===== config.mk =====
export PLATFORM = sky130hd
export DESIGN_NAME = escape_framer_xor_check_flat
export DESIGN_NICKNAME = d
export VERILOG_FILES = /design/src/sv/efx_pkg.sv /design/src/sv/efx_req_if.sv /design/src/sv/escape_framer_xor_check.sv /design/src/sv/efx_encode.sv /design/src/flat_wrapper.sv
export SDC_FILE = /design/constraint.sdc
export NUM_CORES = 1
export LEC_CHECK = 0
export BUFFER_PORTS_ARGS = -buffer_cell sky130_fd_sc_hd__clkbuf_2
export CORE_MARGIN = 5
export CORE_UTILIZATION = 51
export DETAILED_ROUTE_END_ITERATION = 8
export PLACE_DENSITY_LB_ADDON = 0.3
export SLEW_MARGIN = 15
export SYNTH_ARGS = -nofsm -noshare
export SYNTH_HDL_FRONTEND = slang
export SYNTH_HIERARCHICAL = 1
export SYNTH_SLANG_ARGS = --single-unit

===== constraint.sdc =====
create_clock -name clock -period 5.9 [get_ports clock]
set_input_delay 1.18 -clock clock [delete_from_list [all_inputs] [get_ports clock]]
set_output_delay 1.18 -clock clock [all_outputs]
set_load 0.05 [all_outputs]

===== src/sv/efx_pkg.sv =====
// Package: shared constants and types of the escape framer with XOR checksum.
`timescale 1ns / 1ps
package efx_pkg;

   localparam int BYTE_W    = 8;
   localparam int BURST_MAX = 5;
   localparam int CNT_W     = $clog2(BURST_MAX + 1);
   localparam int IDX_W     = $clog2(BURST_MAX);

   typedef logic [BYTE_W-1:0] byte_type;
   typedef logic [CNT_W-1:0]  cnt_type;
   typedef logic [IDX_W-1:0]  idx_type;

   localparam byte_type FLAG_BYTE    = 8'h7e;
   localparam byte_type ESC_BYTE     = 8'h7d;
   localparam byte_type ESC_FOR_FLAG = 8'h02;
   localparam byte_type ESC_FOR_ESC  = 8'h01;

   // Line bytes caused by one message byte, oldest in entry 0.
   typedef struct packed {
      logic [BURST_MAX-1:0][BYTE_W-1:0] bytes;
      cnt_type                          count;
      logic                             close;
   } burst_type;

endpackage


===== src/sv/efx_req_if.sv =====
// Interfaces: message byte channel and line byte channel.
`timescale 1ns / 1ps
interface efx_req_if;
   import efx_pkg::*;
   logic     valid;
   logic     ready;
   byte_type data_byte;
   logic     end_of_message;

   modport source (output valid, output data_byte, output end_of_message, input ready);
   modport sink   (input valid, input data_byte, input end_of_message, output ready);
endinterface

interface efx_rsp_if;
   import efx_pkg::*;
   logic     valid;
   logic     ready;
   byte_type line_byte;
   logic     frame_last;

   modport source (output valid, output line_byte, output frame_last, input ready);
   modport sink   (input valid, input line_byte, input frame_last, output ready);
endinterface


===== src/sv/escape_framer_xor_check.sv =====
// Top level: byte-stuffing frame builder with XOR checksum.
//
// Channels: req_chan carries one message byte per transaction, with
// end_of_message marking the final byte. rsp_chan carries line bytes, one
// per transaction; frame_last is high only on the closing flag 0x7e.
// A frame opens with 0x7e, each payload byte is stuffed (0x7e -> 0x7d 0x02,
// 0x7d -> 0x7d 0x01), then the stuffed XOR of the payload and 0x7e follow.
// An end mark on the first byte of a frame is ignored: the frame stays open.
//
// Path: a message byte passes the input register and then the burst register,
// from which its first line byte is offered. One message byte yields 1 to 5
// line bytes, and the output port sends one line byte per cycle while the
// receiver is ready; this output rate sets the throughput.
//
// Reset clears the frame state, the checksum and both stages. When the
// receiver stalls, the burst register holds, and one more message byte
// waits in the input register; req ready drops only once both are full.
`timescale 1ns / 1ps
module escape_framer_xor_check
   import efx_pkg::*;
(
   input logic          clock,
   input logic          reset,
   efx_req_if.sink      req_chan,
   efx_rsp_if.source    rsp_chan
);

   // Input register.
   logic     in_valid_ff, in_valid_in;
   byte_type in_data_ff,  in_data_in;
   logic     in_eom_ff,   in_eom_in;

   // Frame state.
   logic     open_ff, open_in;
   byte_type acc_ff,  acc_in;

   // Burst (result) register.
   logic [BURST_MAX-1:0][BYTE_W-1:0] bytes_ff, bytes_in;
   cnt_type  cnt_ff, cnt_in;
   logic     close_ff, close_in;

   burst_type enc_burst;
   byte_type  enc_xor;
   logic      enc_open;

   logic req_take;
   logic rsp_take;
   logic burst_free;
   logic move;

   efx_encode u_encode (
      .data_byte      (in_data_ff),
      .end_of_message (in_eom_ff),
      .frame_open     (open_ff),
      .xor_acc        (acc_ff),
      .burst          (enc_burst),
      .xor_next       (enc_xor),
      .open_next      (enc_open)
   );

   // Handshakes: the burst frees when empty or as its last byte leaves.
   assign rsp_take   = rsp_chan.valid && rsp_chan.ready;
   assign burst_free = (cnt_ff == '0) || ((cnt_ff == cnt_type'(1)) && rsp_take);
   assign move       = in_valid_ff && burst_free;
   assign req_chan.ready = !in_valid_ff || move;
   assign req_take   = req_chan.valid && req_chan.ready;

   // Input stage: load on a transaction, drop once moved into the burst.
   always_comb begin
      in_valid_in = in_valid_ff;
      in_data_in  = in_data_ff;
      in_eom_in   = in_eom_ff;
      if (req_take) begin
         in_valid_in = 1'b1;
         in_data_in  = req_chan.data_byte;
         in_eom_in   = req_chan.end_of_message;
      end else if (move) begin
         in_valid_in = 1'b0;
      end
   end

   // Frame state advances as a message byte enters the burst.
   assign open_in = move ? enc_open : open_ff;
   assign acc_in  = move ? enc_xor  : acc_ff;

   // Burst: load a new burst, or advance by one byte per output transaction.
   always_comb begin
      priority if (move) begin
         bytes_in = enc_burst.bytes;
         cnt_in   = enc_burst.count;
         close_in = enc_burst.close;
      end else if (rsp_take) begin
         bytes_in = {byte_type'(0), bytes_ff[BURST_MAX-1:1]};
         cnt_in   = cnt_ff - cnt_type'(1);
         close_in = close_ff;
      end else begin
         // hold while nothing moves
         bytes_in = bytes_ff;
         cnt_in   = cnt_ff;
         close_in = close_ff;
      end
   end

   always_ff @(posedge clock) begin
      if (reset) begin
         in_valid_ff <= 1'b0;
         open_ff     <= 1'b0;
         acc_ff      <= '0;
         cnt_ff      <= '0;
         close_ff    <= 1'b0;
      end else begin
         in_valid_ff <= in_valid_in;
         open_ff     <= open_in;
         acc_ff      <= acc_in;
         cnt_ff      <= cnt_in;
         close_ff    <= close_in;
      end
   end

   // Payload registers carry no reset.
   always_ff @(posedge clock) begin
      in_data_ff <= in_data_in;
      in_eom_ff  <= in_eom_in;
      bytes_ff   <= bytes_in;
   end

   // Output: head of the burst; the closing flag is its final byte.
   assign rsp_chan.valid      = (cnt_ff != '0);
   assign rsp_chan.line_byte  = bytes_ff[0];
   assign rsp_chan.frame_last = close_ff && (cnt_ff == cnt_type'(1));

endmodule


===== src/sv/efx_encode.sv =====
// Encoder: turns one message byte and the frame state into its burst of line bytes.
`timescale 1ns / 1ps
module efx_encode
   import efx_pkg::*;
(
   input  byte_type  data_byte,
   input  logic      end_of_message,
   input  logic      frame_open,
   input  byte_type  xor_acc,
   output burst_type burst,
   output byte_type  xor_next,
   output logic      open_next
);

   logic     first;
   logic     closing;
   byte_type checksum;
   idx_type  n;

   // Lead byte of the stuffed form; second byte is only used when stuffing.
   function automatic byte_type stuff_lead(input byte_type b);
      return (b == FLAG_BYTE || b == ESC_BYTE) ? ESC_BYTE : b;
   endfunction

   function automatic byte_type stuff_tail(input byte_type b);
      return (b == FLAG_BYTE) ? ESC_FOR_FLAG : ESC_FOR_ESC;
   endfunction

   function automatic logic needs_stuff(input byte_type b);
      return (b == FLAG_BYTE) || (b == ESC_BYTE);
   endfunction

   assign first    = !frame_open;
   assign closing  = end_of_message && frame_open;
   assign checksum = first ? data_byte : (xor_acc ^ data_byte);

   always_comb begin
      burst.bytes = '0;
      burst.close = closing;
      n           = '0;
      if (first) begin
         burst.bytes[n] = FLAG_BYTE;
         n              = n + idx_type'(1);
      end
      burst.bytes[n] = stuff_lead(data_byte);
      n              = n + idx_type'(1);
      if (needs_stuff(data_byte)) begin
         burst.bytes[n] = stuff_tail(data_byte);
         n              = n + idx_type'(1);
      end
      if (closing) begin
         burst.bytes[n] = stuff_lead(checksum);
         n              = n + idx_type'(1);
         if (needs_stuff(checksum)) begin
            burst.bytes[n] = stuff_tail(checksum);
            n              = n + idx_type'(1);
         end
         burst.bytes[n] = FLAG_BYTE;
         n              = n + idx_type'(1);
      end
      burst.count = (n == '0) ? cnt_type'(BURST_MAX) : cnt_type'(n);
   end

   assign xor_next  = closing ? '0 : checksum;
   assign open_next = !closing;

endmodule


===== src/flat_wrapper.sv =====
// flat-port wrapper written by rule: the top's interface ports become plain ports
module escape_framer_xor_check_flat import efx_pkg::*;
  (clock, reset, req_chan_valid, req_chan_data_byte, req_chan_end_of_message, req_chan_ready, rsp_chan_valid, rsp_chan_line_byte, rsp_chan_frame_last, rsp_chan_ready);
  efx_req_if req_chan_i ();
  efx_rsp_if rsp_chan_i ();
  input logic clock;
  input logic reset;
  input wire logic [$bits(req_chan_i.valid)-1:0] req_chan_valid;
  input wire logic [$bits(req_chan_i.data_byte)-1:0] req_chan_data_byte;
  input wire logic [$bits(req_chan_i.end_of_message)-1:0] req_chan_end_of_message;
  output wire logic [$bits(req_chan_i.ready)-1:0] req_chan_ready;
  output wire logic [$bits(rsp_chan_i.valid)-1:0] rsp_chan_valid;
  output wire logic [$bits(rsp_chan_i.line_byte)-1:0] rsp_chan_line_byte;
  output wire logic [$bits(rsp_chan_i.frame_last)-1:0] rsp_chan_frame_last;
  input wire logic [$bits(rsp_chan_i.ready)-1:0] rsp_chan_ready;
  assign req_chan_i.valid = req_chan_valid;
  assign req_chan_i.data_byte = req_chan_data_byte;
  assign req_chan_i.end_of_message = req_chan_end_of_message;
  assign req_chan_ready = req_chan_i.ready;
  assign rsp_chan_valid = rsp_chan_i.valid;
  assign rsp_chan_line_byte = rsp_chan_i.line_byte;
  assign rsp_chan_frame_last = rsp_chan_i.frame_last;
  assign rsp_chan_i.ready = rsp_chan_ready;
  escape_framer_xor_check u_core (.clock(clock), .reset(reset), .req_chan(req_chan_i), .rsp_chan(rsp_chan_i));
endmodule

Word-level counts from Yosys, hierarchy flattened
Cells that the tools add are included.
{ "totals": {"reg_bits": 63, "output_inout_bits": 11, "in_bits": 13} }
{ "classes": {"order_cmp": 10, "muxes": 37, "eq_ne": 5, "n_bitwise": 4, "add_sub_neg": 6, "reduce_logical": 22} }
{ "op_table": {"columns": ["op", "n"], "rows": [
  ["$mux 40", 6],
  ["$bwmux 40", 4],
  ["$demux 8 s3", 5],
  ["$mux 8", 9],
  ["$eq 8x7->1 const B", 4],
  ["$or 30x30->30", 1],
  ["$mux 3", 7],
  ["$lt 3x4->1 const B", 5],
  ["$add 3x1->3 const B", 5],
  ["$ge 3x1->1 const B", 5],
  ["$logic_and 1x1->1", 11],
  ["$and 10x10->10", 1],
  ["$not 10->10", 1],
  ["$xor 8x8->8", 1],
  ["$mux 7", 1],
  ["$logic_not 3->1", 2],
  ["$logic_or 1x1->1", 4],
  ["$mux 2", 2],
  ["$reduce_bool 2->1", 2],
  ["$eq 3x1->1 const B", 1],
  ["$mux 1", 3],
  ["$reduce_bool 3->1", 1],
  ["$sub 3x1->3 const B", 1],
  ["$logic_not 1->1", 2]
]} }

Logic depth before layout (Yosys ltp)
Gate-level depths: netlist of the first run.
{ "depth": {"word_depth": 16, "mapped_depth": 13, "ltp_nobuf": 12} }

Cells and area by module
The synthesis of the first run kept the hierarchy.
{ "modules_own_cells": {"columns": ["module", "cells_per_inst", "area_each_um2", "n_inst"], "rows": [
  ["escape_framer_xor_check", 184, 2771.4, 1],
  ["efx_encode", 286, 1709.1, 1]
]} }

Least setup slack after synthesis of the first run
OpenSTA, ideal clock, no wires.
{ "synth_timing": {"path_kind": "input to output", "from": "input port rsp_chan_ready", "to": "output port req_chan_ready", "slack_ps": 2172, "required_time_ps": 4720, "cell_stages": 3, "arrival_ps": 2548, "cell_sequence": "buf_6 -> a21oi_1 -> o21ai_0"} }
{ "synth_via": {"elab_chain_cells": 5} }
{ "synth_lines": {"columns": ["item", "line", "rtl"], "rows": [
  ["start, declared", "flat_wrapper.sv:15", "input wire logic [$bits(rsp_chan_i.ready)-1:0] rsp_chan_ready;"],
  ["$logic_and 1x1->1", "escape_framer_xor_check.sv:62", "assign rsp_take = rsp_chan.valid && rsp_chan.ready;"],
  ["$logic_and 1x1->1", "escape_framer_xor_check.sv:63", "assign burst_free = (cnt_ff == '0) || ((cnt_ff == cnt_type'(1)) && rsp_take);"],
  ["$logic_or 1x1->1", "escape_framer_xor_check.sv:63", null],
  ["$logic_and 1x1->1", "escape_framer_xor_check.sv:64", "assign move = in_valid_ff && burst_free;"],
  ["$logic_or 1x1->1", "escape_framer_xor_check.sv:65", "assign req_chan.ready = !in_valid_ff || move;"],
  ["end, declared", "flat_wrapper.sv:11", "output wire logic [$bits(req_chan_i.ready)-1:0] req_chan_ready;"]
]} }
No other way between the ends.

Worst setup path in the final report of the first run
Ends and elaborated chain as after synthesis.

==> results.yml, run 1 <==
drt:
  ant_nets: 0
  routed_via_density: 6.25
  wl_um: 10900
  dr.first_iter.drc_count: 237
  drc_errors: 0
  drt_pre_antenna_iters: 5
  avgRoutedWirePerCell_um: 19.2
  via_count: 3554
grt:
  grt_busiest_layer: "met2"
  met1_usage: 0.264
  grt_max_degree: 45
  first_global_vias: 3502
  use_met3: 0.0404
  grt-ovfl-total: 0
  grt_use_total: 0.206
  use_met2: 0.341
  antenna_found_initial: 0
  grt_pass1_wl_um: 18200
sta:
  setup_violations: 0
  finalCriticalPeriod_ps: 3800
  rsz0062_at_grt: "no"
  maxSlewHeadroom: 0.366
  drv_slew: 0
  timing.setup.tns_ps: 0
  finalHoldViolations: 0
  post-route-period-util: 0.645
  fmax_mhz: 263
  finalClockSkew_ps: 7.73
  worstMarginPinSlew_ps: 951
hold_path:
  min_path_type: "reg -> reg"
placement:
  dp_hpwl_um: 7580
  place_area_sq_mm: 0.00447
  port_buffers: 23
  gp_congestion: 0.951
die:
  ios: 24
  die_area_sq_mm: 0.0108
  rows: 34
  start_util: 0.519
  die_x_um: 104
  dieHeight_um: 104
  core_area_sq_mm: 0.00864
power:
  power_switching_mw: 0.933
  peakVddDrop_mv: 0.534
  clkPwrFrac: 0.187
  swShare: 0.409
  pwr-share-seq: 0.366
  power_leakage_nw: 1.83
  p_int_mw: 1.35
  cellPowerDensity_mw_per_mm2: 486
  combPwrFrac: 0.447
synthesis:
  yosysWarnings: 6
  synthAdderAreaFrac: 0.0140
  synth_simple_gate_area_frac: 0.173
  synth-edff-count: 49
  ys.flop_type: "edfxtp_1"
  synth_top_family_by_area: "compound AO/OA/AOI/OAI gates"
  yosys.cell_types.count: 68
  ys_ff_latch: 63
  synth_compound_area_frac: 0.207
  ys_seq_area_frac: 0.391
  netlist_area_sq_mm: 0.00448
  synthXorXnorAreaFrac: 0.0352
  synthMuxAreaShare: 0.105
  syn_avg_cell_area_sq_um: 9.53
  synth.net_count: 488
  async_flop_share: 0
  syn-instance-count: 470
critical_path:
  endpoint_kind: "output pin"
  crit_path_top_delay_cell: "a21oi_1"
  crit_chain: "clkbuf_2 > a21oi_1 > o21ai_0 > clkbuf_2"
  worstPathRequired_ps: 4720
  critPathMaxStageDelay_ps: 750
  path_class: "in -> out"
  critPathMaxFanout: 13
  crit_top_cell: "clkbuf_2"
  cp-start-kind: "input port"
  cp.arrival_ps: 2620
clock_network:
  clk_latency_ps: 350
  cts_made_buffers: 9
  tritoncts: "built"
  ctsRootBufferMaster: "clkbuf_8"
  path_clk_slew_ps: 80
  cts-resized-gates: 0
  ctsHoldBuffers: 0
  cts_setup_buffers: 0
  cts_htree_levels: 3
  cts_sinks: 63
  cts_buffer_depth: 2
finish:
  fin_nets: 474
  design_area_sq_mm: 0.00469
  area_growth_syn_to_layout_pct: 4.66
  drive_gt1_frac: 0.191
  antenna_cells: 0
  fillers: 772
run:
  cap_violations: 0
run_status:
  outcome: "completed"
[area by class of cell]
cell class / count / area (sq um) / area share
Multi-Input combinational cell: 345 / 2400 / 0.512
Sequential cell: 63 / 1750 / 0.374
Timing Repair Buffer: 27 / 145 / 0.0309
Tap cell: 108 / 135 / 0.0288
Clock buffer: 9 / 124 / 0.0264
Clock inverter: 7 / 96.3 / 0.0205
Inverter: 10 / 37.5 / 0.00800
[logic make-up (layout without fill, tap and decap cells)]
family          count (synthesis)  in the layout
simple gates                  146            146
compound gates                142            142
flops                          63             63
buf+inv                        62             53
mux                            33             33
xor+xnor                       18             18
fa+ha+maj                       5              5
other cells                     1              1
[worst paths after layout]
kind                         from                  end  slack (ps)  cells past startpoint
max                rsp_chan_ready       req_chan_ready        2100                      4
min               u_core/close_ff      u_core/close_ff         490                      2
max reg2reg  u_core/in_data_ff[1]  u_core/bytes_ff[15]        2110                     10
min reg2reg       u_core/close_ff      u_core/close_ff         490                      2
[power groups by stage]
| stage | Clock (mW) | Combinational, mW | Sequential (mW) |
|---|---|---|---|
| 6_report | 0.426 | 1.02 | 0.834 |
| 5_1_grt | 0.453 | 1.10 | 0.857 |
| 4_1_cts | 0.434 | 1.02 | 0.837 |
| 3_5_place_dp | 0 | 1.01 | 0.847 |
| 3_3_place_gp | 0 | 1.00 | 0.840 |
| 2_1_floorplan | 0 | 0.891 | 0.794 |
[registers in the layout (all words and copies together) (netlist names)]
register	count
u_core/acc_ff	8
u_core/bytes_ff	32
u_core/close_ff	1
u_core/cnt_ff	3
u_core/in_data_ff	8
u_core/in_eom_ff	1
u_core/in_valid_ff	1
u_core/open_ff	1
u_core/rsp_chan.line_byte	8
[worst max-delay path, delay by kind of cell]
family / cells / cell delay, ps
compound gates: 2 / 1010
buf+inv: 2 / 440
[synthesized netlist by cell type (11+ instances only)]
master    number  share of area
nor2_1        22          0.018
buf_4         15          0.025
edfxtp_1      49           0.33
xor2_1        11          0.022
dfxtp_1       14          0.063
and3_1        12          0.017
clkbuf_1      29          0.024
o21ai_0       34          0.038
nand3_1       28          0.031
nand2_1       39          0.033
mux2_4        27          0.090
a21oi_1       37          0.041
[cells in the final DEF, fill, tap and decap left out, types with 9 or more instances in the layout]
| master | n |
|---|---|
| edfxtp_1 | 49 |
| nand2_1 | 39 |
| a21oi_1 | 37 |
| o21ai_0 | 34 |
| nand3_1 | 28 |
| mux2_4 | 27 |
| clkbuf_2 | 23 |
| nor2_1 | 22 |
| dfxtp_1 | 14 |
| and3_1 | 12 |
| xor2_1 | 11 |
| clkbuf_8 | 9 |
| inv_1 | 9 |
| a22oi_1 | 9 |
[metal layers]
metal  up-vias  wire (um)
li1       1708          -
met1      1719       4930
met2       108       5290
met3        19        447
met4         0        279
met5         -          0
[through the flow]
| step | setup WS, ps | hold WS, ps | power [mW] | cells | utilization |
|---|---|---|---|---|---|
| 2_1_floorplan | 2170 | 448 | 1.68 | 470 | - |
| 3_3_place_gp | 2140 | 472 | 1.84 | 553 | 0.518 |
| 4_1_cts | 2130 | 487 | 2.29 | 569 | 0.543 |
| 6_report | 2100 | 491 | 2.28 | 569 | 0.543 |
| 5_1_grt | 1810 | 538 | 2.41 | 569 | 0.543 |
| 3_5_place_dp | 2130 | 474 | 1.86 | 553 | 0.518 |
(Power assumes the default switching activity.)
==> inputs of run 2 (changes only) <==
- ABC_AREA: not set -> 1
- clock period: 5.9 -> 3.6 ns (I/O delays scaled with it)
==> run 2 against run 1 <==
Critical path depth rose by 11; combinational power rose by 35%; sequential power rose by 59%; utilization rose by 1.6 points; sequential cell count did not move; die area fell by 8.0%; critical endpoint is now u_core/bytes_ff[35]; wire length fell by 15%; largest cell class unchanged; largest power group unchanged.
==> results.yml, run 2 <==
sta:
  rsz0062_at_grt: "no"
  finalHoldViolations: 0
  maxSlewHeadroom: 0.549
  timing.setup.tns_ps: 0
  finalClockSkew_ps: 9.01
  worstMarginPinSlew_ps: 677
  post-route-period-util: 0.735
  setup_violations: 0
  finalCriticalPeriod_ps: 2640
  drv_slew: 0
  fmax_mhz: 378
synthesis:
  yosys.cell_types.count: 42
  ys_ff_latch: 63
  synthXorXnorAreaFrac: 0
  synth.net_count: 565
  synth_top_family_by_area: "simple AND/OR/NAND/NOR gates"
  ys_seq_area_frac: 0.429
  synth_compound_area_frac: 0.0864
  synth_simple_gate_area_frac: 0.359
  synthMuxAreaShare: 0
  synth-edff-count: 49
  ys.flop_type: "edfxtp_1"
  synth.most_common_cell: "nand2_1"
  syn_avg_cell_area_sq_um: 7.47
  syn-instance-count: 547
  yosysWarnings: 6
  synthTopCellsByCount: "nand2_1 (196), nor2_1 (58), edfxtp_1 (49)"
  synthAdderAreaFrac: 0.0153
  yosysTopAreaCell: "edfxtp_1"
  async_flop_share: 0
  netlist_area_sq_mm: 0.00408
  synth_top_area_frac: 0.360
  ys_top_cells_by_area: "edfxtp_1 (36%), nand2_1 (18%), dfxtp_1 (6.9%)"
die:
  rows: 32
  die_area_sq_mm: 0.00990
  start_util: 0.526
  dieHeight_um: 99.5
  core_area_sq_mm: 0.00777
  ios: 24
  die_x_um: 99.5
critical_path:
  crit_path_top_delay_cell: "dfxtp_1"
  critPathMaxStageDelay_ps: 590
  worstReg2RegEnd: "u_core/bytes_ff[35]"
  endpoint_kind: "flip-flop"
  cp.arrival_ps: 2840
  path_class: "reg -> reg"
  worstPathRequired_ps: 3790
  crit_chain: "buf_4 > nand2_1 > nand2_1 > nand2_1 > clkinv_2 > nand2_4 > nor2_8 > nand3_4 > nand2_1 > nand2_2 > nor2_4 > o21ai_2 > nor2_1 > inv_1 > nor2_1"
  r2r-start: "u_core/open_ff"
  crit_top_cell: "nand2_1"
  cp-start-kind: "flip-flop"
  critPathMaxFanout: 16
  reg2reg_depth: 15
  reg2reg_slack_ps: 960
clock_network:
  tritoncts: "built"
  cts-resized-gates: 0
  path_clk_slew_ps: 80
  ctsHoldBuffers: 0
  cts_sinks: 63
  clk_latency_ps: 350
  cts_htree_levels: 3
  cts_setup_buffers: 0
  ctsRootBufferMaster: "clkbuf_8"
  cts_made_buffers: 9
  cts_buffer_depth: 2
power:
  cellPowerDensity_mw_per_mm2: 783
  peakVddDrop_mv: 0.449
  power_leakage_nw: 1.97
grt:
  grt_max_degree: 59
  first_global_vias: 3333
  antenna_found_initial: 0
  grt_pass1_wl_um: 15600
  grt-ovfl-total: 0
  grt_use_total: 0.198
finish:
  regMostFlops: "u_core/bytes_ff"
  largest_reg_flops: 32
  mostFrequentLayoutCells: "nand2_1 (196), nor2_1 (58), edfxtp_1 (49), inv_1 (45), nand3_1 (28)"
  multi_input_area_sq_mm: 0.00188
  fillers: 771
  fin_nets: 571
  ff_latch_area_sq_mm: 0.00175
  drive_gt1_frac: 0.163
  stdcell_count: 660
  final_common_cell: "nand2_1"
  antenna_cells: 0
  area_growth_syn_to_layout_pct: 6.34
drt:
  drt_pre_antenna_iters: 5
  dr.first_iter.drc_count: 231
  drc_errors: 0
  routed_via_density: 5.24
  avgRoutedWirePerCell_um: 14.0
  ant_nets: 0
  via_count: 3461
  wl_um: 9270
placement:
  port_buffers: 23
  gp_congestion: 0.980
  placed_cells: 644
  dp_hpwl_um: 6610
hold_path:
  hold_depth: 2
  hold_end: "u_core/cnt_ff[1]"
  hold_start: "u_core/cnt_ff[1]"
  min_path_type: "reg -> reg"
run_status:
  outcome: "completed"
run:
  cap_violations: 0
==> run 2: layout make-up <==
type / instances / share of cell area
Timing Repair Buffer: 27 / 0.0334
Sequential cell: 63 / 0.403
Multi-Input combinational cell: 396 / 0.434
Clock inverter: 7 / 0.0216
Inverter: 56 / 0.0498
Clock buffer: 9 / 0.0285
Tap cell: 102 / 0.0294
==> run 2: how the worst max path moves through the flow <==
stage / from / end / cells after the start
2_1_floorplan: rsp_chan_ready / u_core/bytes_ff[10] / 5
3_3_place_gp: u_core/open_ff / u_core/bytes_ff[35] / 15
3_5_place_dp: u_core/open_ff / u_core/bytes_ff[37] / 15
4_1_cts: u_core/open_ff / u_core/bytes_ff[34] / 15
5_1_grt: u_core/open_ff / u_core/rsp_chan.line_byte[7] / 12
6_report: u_core/open_ff / u_core/bytes_ff[35] / 15
==> run 2: metrics by stage <==
stage          total power, mW  setup slack, ps  hold slack, ps  cell area (sq um)  utilization
6_report                  3.40              955             493               4340        0.559
5_1_grt                   3.65              658             522               4340        0.559
4_1_cts                   3.42             1010             497               4340        0.559
3_5_place_dp              2.72             1020             485               4130        0.531
3_3_place_gp              2.69             1050             477               4130        0.531
2_1_floorplan             2.52             1200             445               4080            -
==> run 2: routing by layer <==
layer,part of all wire,GRT usage
met3,0.054,0.0547
met1,0.46,0.255
met5,0,0
met4,0.030,0.0903
met2,0.45,0.310
==> run 2: cells by family after synthesis <==
kind of cell             Yosys count
flip-flops                        63
other                              1
AND/OR/NAND/NOR                  328
adder cells (fa/ha/maj)            5
AO/OA/AOI/OAI                     62
buffers and inverters             88
==> run 2: worst max-delay path, delay by kind of cell (launching register included) <==
kind	cells	cell delay (ps)
AND/OR/NAND/NOR	11	1350
buffers and inverters	3	480
flip-flops	1	590
AO/OA/AOI/OAI	1	80
==> run 2: where the power goes <==
part,internal [mW],leakage (nW),switching [mW]
sequential,1.20,0.591,0.130
combinational,0.372,1.27,1.01
clock,0.391,0.108,0.297
total,1.97,1.97,1.44
